===== src/rtl/lats_pkg.sv =====
// ----------------------------------------------------------------------------
// Life automaton package
// Beat types, opcodes and the birth and survival rule shared by the grid
// datapath and its control.
// ----------------------------------------------------------------------------
package lats_pkg;

  localparam int LATS_GRID_WIDTH  = 64;
  localparam int LATS_GRID_HEIGHT = 64;

  localparam logic [3:0] BIRTH_COUNT = 4'd3;
  localparam logic [3:0] SURVIVE_LOW = 4'd2;

  localparam logic [1:0] OP_SET     = 2'd0;
  localparam logic [1:0] OP_CLEAR   = 2'd1;
  localparam logic [1:0] OP_ADVANCE = 2'd2;
  localparam logic [1:0] OP_READ    = 2'd3;

  typedef struct packed {
    logic [1:0] opcode;
    logic [5:0] column;
    logic [5:0] row;
    logic       alive;
  } lats_in_t;

  typedef struct packed {
    logic [63:0] row_cells;
    logic [31:0] generation;
  } lats_out_t;

  typedef struct packed {
    logic above;
    logic mid;
    logic below;
  } lats_nbr_t;

  function automatic logic lats_rule(input logic self_live, input logic [3:0] count);
    logic live;
    if (self_live) begin
      live = (count == SURVIVE_LOW) || (count == BIRTH_COUNT);
    end else begin
      live = (count == BIRTH_COUNT);
    end
    return live;
  endfunction

endpackage


===== src/rtl/lats_cell.sv =====
// ----------------------------------------------------------------------------
// Life automaton column cell
// Holds the rows above and at the current position for one column and
// computes that column's next state from its own and its neighbors' bits.
// ----------------------------------------------------------------------------
module lats_cell import lats_pkg::*; (
  input  logic      clk_i,
  input  logic      shift_i,
  input  logic      below_i,
  input  lats_nbr_t left_i,
  input  lats_nbr_t right_i,
  output lats_nbr_t own_o,
  output logic      next_o
);

  logic       above_q;
  logic       mid_q;
  logic [7:0] nb;
  logic [3:0] count;

  always_ff @(posedge clk_i) begin
    if (shift_i) begin
      above_q <= mid_q;
      mid_q   <= below_i;
    end
  end

  assign own_o.above = above_q;
  assign own_o.mid   = mid_q;
  assign own_o.below = below_i;

  assign nb = {left_i.above, left_i.mid, left_i.below, above_q,
               below_i, right_i.above, right_i.mid, right_i.below};

  always_comb begin
    count = '0;
    for (int k = 0; k < 8; k++) begin
      count = count + 4'(nb[k]);
    end
  end

  assign next_o = lats_rule(mid_q, count);

endmodule


===== src/rtl/lats_row.sv =====
// ----------------------------------------------------------------------------
// Life automaton cell row
// One cell per column, each joined to its left and right neighbor with
// wrap-around at both ends of the row.
// ----------------------------------------------------------------------------
module lats_row import lats_pkg::*; #(
  parameter int GRID_WIDTH = LATS_GRID_WIDTH
) (
  input  logic                  clk_i,
  input  logic                  shift_i,
  input  logic [GRID_WIDTH-1:0] below_i,
  output logic [GRID_WIDTH-1:0] next_o
);

  lats_nbr_t own [GRID_WIDTH];

  for (genvar c = 0; c < GRID_WIDTH; c++) begin : g_cell
    lats_cell u_cell (
      .clk_i   (clk_i),
      .shift_i (shift_i),
      .below_i (below_i[c]),
      .left_i  (own[(c + GRID_WIDTH - 1) % GRID_WIDTH]),
      .right_i (own[(c + 1) % GRID_WIDTH]),
      .own_o   (own[c]),
      .next_o  (next_o[c])
    );
  end

endmodule


===== config.mk =====
export PLATFORM = sky130hd
export DESIGN_NAME = lats_row
export DESIGN_NICKNAME = d
export VERILOG_FILES = /design/src/rtl/lats_pkg.sv /design/src/rtl/lats_cell.sv /design/src/rtl/lats_row.sv
export SDC_FILE = /design/constraint.sdc
export NUM_CORES = 1
export LEC_CHECK = 0
export BUFFER_PORTS_ARGS = -buffer_cell sky130_fd_sc_hd__buf_2
export CAP_MARGIN = 0
export CORE_MARGIN = 3
export CORE_UTILIZATION = 30
export DETAILED_ROUTE_END_ITERATION = 10
export PLACE_DENSITY = 0.53
export SLEW_MARGIN = 30
export SYNTH_ARGS = -nofsm -noshare
export SYNTH_HDL_FRONTEND = slang
export SYNTH_HIERARCHICAL = 1
export SYNTH_SLANG_ARGS = --single-unit

===== constraint.sdc =====
create_clock -name clk_i -period 7.45 [get_ports clk_i]
set_input_delay 0.745 -clock clk_i [delete_from_list [all_inputs] [get_ports clk_i]]
set_output_delay 0.745 -clock clk_i [all_outputs]
set_load 0.005 [all_outputs]

* After elaboration in Yosys (flattened, before gate mapping)
Cells that the tools add are included. Widths: inputs -> output; s select.
Word-level totals: register bits 128, logic and storage cells 832, bits of input ports 66, output and inout bits 64
Operators by class: equality and inequality tests 128, reductions and logical operators 64, add/subtract/negate cells 448, muxes and demuxes 64
Operator list (number):
- $add 4x1->4 | 384
- $eq 4x2->1 const B | 128
- $add 1x1->2 | 64
- $logic_or 1x1->1 | 64
- $mux 1 | 64

* Logic depth before layout (Yosys ltp)
word-level depth 10, mapped depth 10, mapped depth without buffers 9

* Hierarchy
The synthesis kept the hierarchy.
By module, submodules not included:
- lats_cell at g_cell[0].u_cell ... | seq. area each 60.1 um^2, area an instance 282.8 um^2, instances 36, cells an instance 28
- lats_cell at g_cell[22].u_cell ... | seq. area each 60.1 um^2, area an instance 267.8 um^2, instances 28, cells an instance 28

* Worst setup path after synthesis
OpenSTA, ideal clock, no wires.
path kind input to output, start in below_i[37], end out next_o[38], arrival time 3328 ps, setup slack 3377 ps, stages 10, buffers on the path 1, cells stage by stage buf_4 inv_1 fa_1 fa_1 fa_1 inv_1 ha_1 fa_1 o211a_1 a211oi_2
On the way: cells in the longest elaborated chain, start to end 6, elaborated cells on any way between the ends 7
RTL lines:
- start: declaration | RTL line lats_row.sv:11 | input logic [GRID_WIDTH-1:0] below_i,
- $add 4x1->4 * (3 in a row) | RTL line lats_cell.sv:38 | count = count + 4'(nb[k]);
- $eq 4x2->1, on equally long branches | RTL line lats_pkg.sv:40, lats_pkg.sv:42
- $logic_or 1x1->1 | RTL line lats_pkg.sv:40 | live = (count == SURVIVE_LOW) || (count == BIRTH_COUNT);
- $mux 1 * | RTL line lats_pkg.sv:39 | if (self_live) begin
- end: declaration | RTL line lats_row.sv:12 | output logic [GRID_WIDTH-1:0] next_o
Every way passes the cells marked *; elsewhere a longest branch is shown, timed or not.

* Worst setup path in the final report
start in below_i[51], end out next_o[51]
On the way: cells in the longest elaborated chain, start to end 8, elaborated cells on any way between the ends 9
RTL lines (RTL line):
- $add 4x1->4 * (5 in a row) | lats_cell.sv:38
- $eq 4x2->1, on equally long branches | lats_pkg.sv:40, lats_pkg.sv:42
- $logic_or 1x1->1 | lats_pkg.sv:40
- $mux 1 * | lats_pkg.sv:39
Marked as above.

==> results.txt <==
- Path category of the worst min-delay check: in -> reg
- The worst register-to-register path ends at g_cell[47].u_cell/above_q$_DFFE_PP_.
* Final global-route overflow total: 0
- Post-CTS timing repair inserted 0 buffers for setup.
- DRC viols: 0
- Nets: 2263
* Via count: 10300
* Setup crit end kind: primary output
- The worst register-to-register path begins at g_cell[47].u_cell/mid_q$_DFFE_PP_.
* DR WL/cell: 12.6 µm
- Die height: 249 µm
- Among all stages on the critical path, the largest delay is contributed by sky130_fd_sc_hd__fa_1.
- Number of warnings printed during yosys synthesis: 6
- STA classifies the critical path startpoint as an input pin.
- Number of hold-repair buffers added at the cts stage: 0
* Fillers: 5938
* Leading cell type in the layout, fill and taps excluded: sky130_fd_sc_hd__inv_1
- Tracing the worst setup path back leads to its startpoint at below_i[51].
* Number of global-route vias before repair: 11800
- In this run, CTS created clock tree buffers numbering 17.
- Max Clock Skew: 0.00653 ns
* Top-level I/O count: 130
* Area Growth Syn to Fin: 4.29%
* Effective utilization at floorplan: 30.5%
* Cell chain of the critical path: buf_2 > inv_1 > fa_1 > fa_1 > fa_1 > inv_1 > ha_1 > fa_1 > o211a_1 > a211oi_2 > buf_2
- Post-synthesis area per instance: 9.86 µm²
- Seq cells post-synth: 128
- In the layout the commonest cells are sky130_fd_sc_hd__inv_1 (704), sky130_fd_sc_hd__fa_1 (256), sky130_fd_sc_hd__ha_1 (192).
- For the worst flop-to-flop path, the logic depth is 0.
* Gpl congestion: 0.769
- Number of nets with antenna violations after detailed routing: 0
- Adding up every negative setup slack in the final design gives 0 ns.
* Cell count of the worst hold path: 1
- On the worst path, the slowest cell contributes a delay of 0.56 ns.
- Library cell used as clock root buffer: sky130_fd_sc_hd__clkbuf_16
* Total setup violations reported at the end of the flow: 0
* RSZ-0062 raised after global routing: false
* Largest net degree at the start of global routing: 71
- The die covers 61900 µm².
- For flop-to-flop paths, the worst setup slack is 6.67 ns.
- In this run, distinct cell masters in the synthesized netlist total 13.
* WS Path Type: in -> out
* Final critical-path required period: 4.50 ns
- Gates resized during post-CTS repair numbered 0.
- Antenna violations before repair: 3
- In the finished design, the share of the clock period the worst path needs comes to 60.5%.
- Synthesis produced 1792 cells.
- Clk slew on worst S/H paths: 0.06 ns
- Of all nets on the critical path, the largest fanout is 4.
- In this run the number of H-tree levels came out at 4.
* Highest achievable clock rate: 222 MHz
* Arrival time at the worst endpoint: 3.76 ns
- Dividing total power by cell area gives a power density of 209 nW/µm².
- TritonCTS built the clock tree.
* Status: completed
* Hold Violations, Final: 0
* Post-DP HPWL: 26900 µm
* Clock latency reported for the late side of the worst-skew pair: 0.47 ns
- Pre-antenna DRT Iters: 5
* Max-cap check violation count: 0
- Port-buffer cells: 129
- Transition time of the tightest slew-check pin: 0.730 ns
- Die extent in x: 249 µm
- The core region is 58000 µm².
- The finished cells cover 18400 µm².
- Max_slew headroom: 51.4%
* Post-Synthesis Cell Area: 17700 µm²
* Maximum count of clock buffers along a single path: 2
* All-Layer GR Usage: 11.2%
- Floorplan row count: 88
- WP data required: 6.70 ns
* Wire length after detailed routing: 32000 µm
* Max VDD drop: 0.160 mV
* Per-cell via count in the routed design: 4.07
* Share of cells above drive strength 1: 10.9%
- Static Leak: 10.2 nW
* Worst hold path startpoint: below_i[32]
* First-pass GRT wire length: 56300 µm
* Worst path most repeated cell: sky130_fd_sc_hd__fa_1
- Register area share after synthesis: 21.7%
- In this run, the number of DRC markers left after iteration 0 of detailed routing was 308.
* Number of max-slew violations in the final report: 0
- Clock sinks: 128
- Post-Place Cell Area: 17900 µm²
- The number of nets in the synthesized netlist is 2306.
- Capture endpoint of the worst hold path: g_cell[32].u_cell/mid_q$_DFFE_PP_
-- critical path, delay by kind of cell --
family,cells,cell delay [ns]
compound gates,2,0.51
buf+inv,4,0.40
fa+ha+maj,5,2.09
-- power by group --
group | total [mW] | switching, mW | internal, mW
clock network | 0.864 | 0.347 | 0.517
logic | 2.08 | 1.13 | 0.944
registers | 0.917 | 0.0577 | 0.859
total | 3.86 | 1.54 | 2.32
-- flip-flops by register name, indices dropped and copies added, names as in the netlist --
register / flops
g_cell.u_cell/above_q: 64
g_cell.u_cell/mid_q: 64
-- per-layer routing --
layer  up-vias  GRT usage [%]  wire [µm]
li1       5068              -          -
met1      5090           13.8      14500
met2        98           18.8      15500
met3        36           3.22       1360
met4         4           3.85        572
met5         -              0         27
-- cell families after synthesis --
kind of cell	share of synthesized area [%]
AND/OR/NAND/NOR	4.59
flip-flops	21.7
AO/OA/AOI/OAI	7.98
buffers and inverters	23.1
adder cells (fa/ha/maj)	42.6
-- synth_stat cells, drive strengths merged --
cell type | n | area, µm²
o21ai | 64 | 320
inv | 704 | 2640
or2 | 64 | 400
fa | 256 | 5120
o211a | 36 | 360
a211oi | 36 | 450
nand3 | 28 | 140
ha | 192 | 2400
nand3b | 36 | 270
edfxtp | 128 | 3840
a21oi | 56 | 280
buf | 192 | 1440
-- area by class of cell --
type / count / area (µm²) / share of cell area (%)
multi-input combinational: 768 / 9750 / 52.9
sequential: 128 / 3840 / 20.8
inverter: 704 / 2640 / 14.3
tap: 765 / 957 / 5.19
timing repair buffer: 130 / 663 / 3.60
clock buffer: 18 / 429 / 2.33
clock inverter: 14 / 148 / 0.801
antenna: 1 / 2.50 / 0.0136
-- how the worst max path moves through the flow --
stage                 end  slack (ns)  cells past startpoint
6_report       next_o[51]        2.95                     11
2_1_floorplan  next_o[38]        3.38                     10
4_1_cts        next_o[48]        2.89                     10
3_3_place_gp   next_o[56]        2.91                     11
5_1_grt        next_o[51]        2.78                     11
3_5_place_dp   next_o[51]        2.92                     11
-- through the flow --
stage	utilization [%]	instances	setup WS, ns	hold WS (ns)	total power [mW]
CTS	31.8	2527	2.89	0.437	3.98
detailed placement	30.8	2495	2.92	0.516	3.06
finish	31.8	2528	2.95	0.494	3.86
floorplan	-	1792	3.38	0.446	2.48
global placement	30.8	2495	2.91	0.509	2.91
global route	31.8	2527	2.78	0.457	4.35
No activity file was read; power rests on OpenSTA's default activity.
